$ cat config.mk
export PLATFORM = sky130hd
export DESIGN_NAME = reas_cfg
export DESIGN_NICKNAME = d
export VERILOG_FILES = /design/src/rtl/core/reas_pkg.sv /design/src/rtl/core/reas_cfg.sv
export SDC_FILE = /design/constraint.sdc
export NUM_CORES = 1
export LEC_CHECK = 0
export BUFFER_PORTS_ARGS = -buffer_cell sky130_fd_sc_hd__buf_2
export CORE_MARGIN = 1.5
export CORE_UTILIZATION = 43
export CTS_BUF_LIST = sky130_fd_sc_hd__clkbuf_4 sky130_fd_sc_hd__clkbuf_8 sky130_fd_sc_hd__clkbuf_16
export CTS_CLUSTER_DIAMETER = 50
export CTS_CLUSTER_SIZE = 28
export DETAILED_ROUTE_END_ITERATION = 12
export PLACE_DENSITY = 0.64
export SYNTH_ARGS = -nofsm -noshare
export SYNTH_HDL_FRONTEND = slang
export SYNTH_SLANG_ARGS = --single-unit
$ cat constraint.sdc
create_clock -name clk -period 22.5 [get_ports clk]
set_input_delay 1.125 -clock clk [delete_from_list [all_inputs] [get_ports clk]]
set_output_delay 1.125 -clock clk [all_outputs]
set_load 0.01 [all_outputs]
$ cat src/rtl/core/reas_pkg.sv
// Shared constants, types and register codes of the row edge activity scanner.
`default_nettype none
package reas_pkg;
	localparam int MaxWidth    = 1024;
	localparam int HeightLimit = 1024;
	localparam int ColW        = $clog2(MaxWidth);
	localparam int RowW        = 10;
	localparam int CfgW        = 11;
	localparam int GrayW       = 8;
	localparam int ThrW        = 8;
	localparam int CntW        = 10;
	localparam int ColOutW     = 11;
	localparam int IdxW        = 2;

	localparam logic [IdxW-1:0] RegLineWidth     = 2'd0;
	localparam logic [IdxW-1:0] RegFrameHeight   = 2'd1;
	localparam logic [IdxW-1:0] RegEdgeThreshold = 2'd2;

	localparam logic [CfgW-1:0] WidthReset     = 11'd1024;
	localparam logic [CfgW-1:0] HeightReset    = 11'd1024;
	localparam logic [ThrW-1:0] ThresholdReset = 8'd18;
	localparam int              MinSide        = 3;

	// Band limits: floor(w/45) and floor(3w/5) as multiplications by scaled reciprocals.
	localparam int LoFloor    = 10;
	localparam int RecipShift = 16;
	localparam int LoRecip    = 1457;
	localparam int HiRecip    = 39324;

	typedef struct packed {
		logic [GrayW-1:0] upper;
		logic [GrayW-1:0] middle;
		logic             covered;
	} reas_line_t;

	typedef struct packed {
		logic [ColW:0]     width;
		logic [CfgW-1:0]   height;
		logic [ThrW-1:0]   threshold;
		logic [CntW-1:0]   band_lo;
		logic [CntW-1:0]   band_hi;
		logic              restart;
	} reas_geom_t;
endpackage
`default_nettype wire

$ cat src/rtl/core/reas_cfg.sv
// Configuration registers, saturated frame geometry and activity band limits.
`default_nettype none
module reas_cfg (
	input  wire                          clk,
	input  wire                          arst_n,
	input  wire                          cfg_wr_en,
	input  wire  [reas_pkg::IdxW-1:0]    cfg_index,
	input  wire  [reas_pkg::CfgW-1:0]    cfg_data,
	output reas_pkg::reas_geom_t         geom
);
	logic [reas_pkg::CfgW-1:0]   width_q;
	logic [reas_pkg::CfgW-1:0]   height_q;
	logic [reas_pkg::ThrW-1:0]   threshold_q;
	logic [reas_pkg::CntW-1:0]   band_lo_q;
	logic [reas_pkg::CntW-1:0]   band_hi_q;
	logic [reas_pkg::ColW:0]     eff_width;
	logic [reas_pkg::CfgW-1:0]   eff_height;
	logic [reas_pkg::ColW+16:0]  lo_prod;
	logic [reas_pkg::ColW+18:0]  hi_prod;
	logic [reas_pkg::CntW-1:0]   lo_div;
	logic [reas_pkg::CntW-1:0]   hi_div;
	logic [reas_pkg::CntW-1:0]   lo_val;
	logic [reas_pkg::CntW-1:0]   hi_val;

	always_ff @(posedge clk or negedge arst_n) begin
		if (!arst_n) begin
			width_q     <= reas_pkg::WidthReset;
			height_q    <= reas_pkg::HeightReset;
			threshold_q <= reas_pkg::ThresholdReset;
		end else if (cfg_wr_en) begin
			unique case (cfg_index)
				reas_pkg::RegLineWidth:     width_q     <= cfg_data;
				reas_pkg::RegFrameHeight:   height_q    <= cfg_data;
				reas_pkg::RegEdgeThreshold: threshold_q <= cfg_data[reas_pkg::ThrW-1:0];
				default: ;
			endcase
		end
	end

	always_comb begin
		if (width_q < reas_pkg::CfgW'(reas_pkg::MinSide)) begin
			eff_width = (reas_pkg::ColW+1)'(reas_pkg::MinSide);
		end else if (width_q > reas_pkg::CfgW'(reas_pkg::MaxWidth)) begin
			eff_width = (reas_pkg::ColW+1)'(reas_pkg::MaxWidth);
		end else begin
			eff_width = width_q[reas_pkg::ColW:0];
		end
		if (height_q < reas_pkg::CfgW'(reas_pkg::MinSide)) begin
			eff_height = reas_pkg::CfgW'(reas_pkg::MinSide);
		end else if (height_q > reas_pkg::CfgW'(reas_pkg::HeightLimit)) begin
			eff_height = reas_pkg::CfgW'(reas_pkg::HeightLimit);
		end else begin
			eff_height = height_q;
		end
	end

	assign lo_prod = (reas_pkg::ColW+17)'(eff_width) * (reas_pkg::ColW+17)'(reas_pkg::LoRecip);
	assign hi_prod = (reas_pkg::ColW+19)'(eff_width) * (reas_pkg::ColW+19)'(reas_pkg::HiRecip);
	assign lo_div  = lo_prod[reas_pkg::RecipShift +: reas_pkg::CntW];
	assign hi_div  = hi_prod[reas_pkg::RecipShift +: reas_pkg::CntW];
	assign lo_val  = (lo_div < reas_pkg::CntW'(reas_pkg::LoFloor)) ?
		reas_pkg::CntW'(reas_pkg::LoFloor) : lo_div;
	assign hi_val  = (hi_div < lo_val + 1'b1) ? lo_val + 1'b1 : hi_div;

	// The limits are registered and follow the width well before any row closes.
	always_ff @(posedge clk) begin
		band_lo_q <= lo_val;
		band_hi_q <= hi_val;
	end

	assign geom.width     = eff_width;
	assign geom.height    = eff_height;
	assign geom.threshold = threshold_q;
	assign geom.band_lo   = band_lo_q;
	assign geom.band_hi   = band_hi_q;
	assign geom.restart   = cfg_wr_en &&
		(cfg_index == reas_pkg::RegLineWidth || cfg_index == reas_pkg::RegFrameHeight);
endmodule
`default_nettype wire
======== Word-level counts from Yosys, hierarchy flattened ========
Index checks and enable logic that the tools add are counted.
word-level totals
  register bits after elaboration ......... 46
  input bits .............................. 16
  output and inout port bits .............. 51
  logic and storage cells ................. 28
operators by class
  $add $sub $neg .......................... 1
  multipliers ............................. 2
  order comparisons ....................... 6
  eq/ne operators ......................... 2
  muxes and demuxes ....................... 6
  reductions and logical operators ........ 6
operators by type and width
  kind                      count
  $mux W11                  4
  $mul A11 B14 Y24 const B  1
  $gt A11 B11 Y1 const B    2
  $lt A11 B2 Y1 const B     2
  $mul A11 B11 Y22 const B  1
  $lt A10 B10 Y1            1
  $mux W10                  1
  $add A6 B1 Y7 const B     1
  $lt A6 B4 Y1 const B      1
  $mux W6                   1
  $reduce_and A2 Y1         3
  $eq A2 B1 Y1 const B      1
  $eq A2 B2 Y1 const B      1
  $logic_not A2 Y1          1
  $logic_and A1 B1 Y1       1
  $logic_or A1 B1 Y1        1

======== Depth between registers and ports, before layout ========
  depth in word-level cells ............... 9
  depth in mapped cells ................... 36
  mapped depth without buffers ............ 34

======== Worst setup path after synthesis ========
Ideal clock, no wire load.
  path type ............................... register to register
  from .................................... register width_q[4] in the netlist's numbering
  to ...................................... register band_hi_q[1] in the netlist's numbering
  library setup time ...................... 0.121 ns
  arrival time ............................ 7.752 ns
  required time ........................... 22.379 ns
  path slack .............................. 14.627 ns
  stages on the path, launching flop included .. 36
  buffers on the path ..................... 2
  clock period less this slack ............ 7.873 ns
  cells stage by stage .................... dfrtp_1 nor4_1 a21oi_1 nor2_1 ha_1 xor2_1 ha_1 fa_1 fa_1 inv_1 fa_1 inv_1 ha_1 a21oi_1 o21ai_1 a22oi_2 and3_1 buf_6 nor3_1 a211o_2 o21a_1 inv_1 ha_1 nand2_1 xnor2_1 inv_1 ha_1 nor2b_1 o21ai_0 nand2b_1 a221oi_1 inv_1 a221oi_2 o21a_1 buf_6 mux2_4
RTL lines
  item                      RTL line        source
  start: declaration        reas_cfg.sv:11  logic [reas_pkg::CfgW-1:0] width_q;
  start signal: assignment  reas_cfg.sv:27  width_q <= reas_pkg::WidthReset;
  start signal: assignment  reas_cfg.sv:32  reas_pkg::RegLineWidth: width_q <= cfg_data;
  end signal: assignment    reas_cfg.sv:68  band_hi_q <= hi_val;
  end: declaration          reas_cfg.sv:15  logic [reas_pkg::CntW-1:0] band_hi_q;

======== Worst setup path in the final report ========
  from .................................... register width_q[4] in the netlist's numbering
  to ...................................... register band_hi_q[5] in the netlist's numbering
on the way
  longest elaborated chain between the ends .. 9
  elaborated cells on any way between the ends .. 11
  those cells by class .................... add/sub (1); mul (2); order compare (4); mux (4)
RTL lines
  item                 RTL line        source
  $gt A11 B11 Y1       reas_cfg.sv:43  end else if (width_q > reas_pkg::CfgW'(reas_pkg::MaxWidth)) begin
  $mux W11             reas_cfg.sv:43
  $mux W11 *           reas_cfg.sv:41  if (width_q < reas_pkg::CfgW'(reas_pkg::MinSide)) begin
  $mul A11 B11 Y22 *   reas_cfg.sv:57  assign lo_prod = (reas_pkg::ColW+17)'(eff_width) * (reas_pkg::ColW+17)'(reas_pkg::LoRecip);
  $lt A6 B4 Y1         reas_cfg.sv:61  assign lo_val = (lo_div < reas_pkg::CntW'(reas_pkg::LoFloor)) ?
  $mux W6 *            reas_cfg.sv:61
  net lo_val, one bit  reas_cfg.sv:22  logic [reas_pkg::CntW-1:0] lo_val;
  $add A6 B1 Y7 *      reas_cfg.sv:63  assign hi_val = (hi_div < lo_val + 1'b1) ? lo_val + 1'b1 : hi_div;
  $lt A10 B10 Y1       reas_cfg.sv:63
  $mux W10 *           reas_cfg.sv:63
  net hi_val, one bit  reas_cfg.sv:23  logic [reas_pkg::CntW-1:0] hi_val;
The timed path passes the listed nets; every way through them passes the cells marked *.
A chain may end at the register's enable or synchronous reset.

==> impl_metrics.tcl <==
set metrics [dict create \
    synthFlopType "dfrtp_1" \
    setup_ws_ns 13.95 \
    synth_cells 626 \
    wl_per_cell_um 16.5 \
    synth_xor_area_frac 0.0259 \
    row_count 44 \
    cts_sinks 46 \
    drive_gt1_frac 0.188 \
    start_util 0.441 \
    cts-buffers-inserted 5 \
    clk_path_buf_depth 2 \
    synthArstFlopShare 0.652 \
    antenna_found_initial 0 \
    cts_tree "built" \
    drc 0 \
    synth_seq_area_share 0.167 \
    syn_area_um2 6430 \
    ys_ff_latch 46 \
    fin_tns_setup_ns 0 \
    setup_viol 0 \
    pin_count 67 \
    drt-total-wl_um 14500 \
    cts_setup_buffers 0 \
    grt_pass1_wl_um 24300 \
    nets 913 \
    relSlewSlack 0.306 \
    synth_cell_types 68 \
    final.setup_skew_ns 0.00426 \
    synth_simple_gate_area_share 0.0895 \
    areaGrowthSynthToFinish_pct 9.88 \
    insertion_delay_ns 0.29 \
    min_period_ns 8.55 \
    hold_path.class "reg -> reg" \
    clock.fmax_mhz 117 \
    clk_pin_slew_ns 0.06 \
    die_y_um 125 \
    slowest_delay_ns 0.55 \
    setup.worst_path.class "reg -> reg" \
    clock-root-buffer "clkbuf_16" \
    drv_slew 0 \
    max-cap-violations 0 \
    cts_resized 0 \
    overflow 0 \
    worstMarginPinSlew_ns 1.04 \
    place.gp.congestion 0.908 \
    critPathBufInv 6 \
    synth_top_family_by_area "adder cells" \
    cp_max_fo 10 \
    htreeDepth 2 \
    cpMaxStageDelayCell "fa_1" \
    n_antenna_cell 0 \
    grt_max_degree 31 \
    finalHoldViolCount 0 \
    synthMuxAreaShare 0.0632 \
    core_area_um2 14600 \
    vias_per_cell 5.31 \
    route.antenna.remaining_nets 0 \
    dieWidth_um 125 \
    outcome "complete, no violations" \
    rsz0062_at_grt "false" \
    critical_path_required_ns 22.68 \
    num_vias 4644 \
    hold_buffers 0 \
    numPortBuffers 62 \
    crit_path_start_kind "flip-flop" \
    firstDrtPassIters 4 \
    finalCritPeriodShare 0.380 \
    grt_pass1_vias 5045 \
    avgSynthCellArea_um2 10.3 \
    drtIter0Drc 193 \
    die-area_um2 15700 \
    grt.total_usage 0.190 \
    crit_family "adder cells" \
    place_ws_ns 14.02 \
    crit_arrival_ns 8.73 \
    synth_compound_area_frac 0.0918 \
    synth_edf_count 0 \
    end_kind "flip-flop" \
    yosysWarnings 0 \
    synthAdderAreaFrac 0.483 \
    dp_hpwl_um 12800 \
]
[cells in the mapped netlist (all sizes together) (6+ instances only)]
| library cell | instances | area [um2] |
|---|---|---|
| buf | 6 | 52.6 |
| a31oi | 6 | 37.5 |
| nor2 | 24 | 92.6 |
| dfrtp | 26 | 651 |
| nor2b | 12 | 75.1 |
| o21ai | 14 | 70.1 |
| nand4 | 8 | 62.6 |
| xnor2 | 12 | 105 |
| mux2 | 33 | 387 |
| nand3 | 11 | 55.1 |
| nand2 | 29 | 111 |
| xor2 | 7 | 61.3 |
| dfxtp | 16 | 320 |
| inv | 115 | 432 |
| a21oi | 25 | 125 |
| ha | 141 | 1760 |
| fa | 67 | 1340 |
[path summary, 6_finish.rpt]
path	start	end	slack, ns	cells past startpoint
setup / recovery	width_q[4]	band_hi_q[5]	13.95	34
hold / removal	threshold_q[3]	threshold_q[3]	0.51	1
setup reg to reg	width_q[4]	band_hi_q[5]	13.95	34
hold reg to reg	threshold_q[3]	threshold_q[3]	0.51	1
max in group asynchronous	arst_n	width_q[1]	21.19	1
min in group asynchronous	arst_n	height_q[3]	0.87	1
[metrics by stage]
step                      utilization  hold slack (ns)  cell area, um2  instances
final                           0.485            0.507            7070        874
after global routing            0.485            0.530            7070        874
after CTS                       0.485            0.509            7070        874
after detailed placement        0.475            0.493            6920        866
after global placement          0.475            0.489            6920        866
after floorplan                     -            0.480            6440        629
[state kept, by name, indices dropped and copies added, names as in the netlist]
name,cells
height_q,11
band_lo_q,6
width_q,11
band_hi_q,10
threshold_q,8
[final cells by class]
type                            instances  area, um2
Fill cell                            1344       7520
Multi-Input combinational cell        457       4860
Sequential cell                        46       1080
Inverter                              115        432
Timing Repair Buffer                   64        325
Tap cell                              184        230
Clock buffer                            5        125
Clock inverter                          3       21.3
[cell families after synthesis]
kind of cell | after synthesis
flip-flops | 46
multiplexers | 35
buffers and inverters | 126
adder cells (fa/ha/maj) | 208
AND/OR/NAND/NOR | 110
AO/OA/AOI/OAI | 81
XOR/XNOR | 19
other | 1
[placed cells by master (no fill, tap or decap), drive strengths merged, types with 3 or more instances in the layout]
cell,count
o21ai,14
fa,67
and2,4
dfrtp,26
a21oi,25
nor2b,12
and3,4
nand2,29
inv,115
a31oi,6
nor4,4
nand3,11
a21o,4
xnor2,12
nor3,3
dfstp,4
mux2,33
dfxtp,16
nand4,8
a311oi,4
conb,4
nor2,24
xor2,7
clkbuf,5
nand2b,4
a211oi,4
ha,141
buf,64
o21a,4
[per-layer routing]
| metal | vias to the layer above | GRT usage | share of wire |
|---|---|---|---|
| li1 | 2239 | - | - |
| met1 | 2262 | 0.253 | 0.45 |
| met2 | 124 | 0.332 | 0.50 |
| met3 | 19 | 0.0235 | 0.037 |
| met4 | 0 | 0.0381 | 0.015 |
| met5 | - | 0 | 0 |
Power is not shown: default switching activity piles up to over one toggle a cycle in this logic, so the estimate is an artifact.
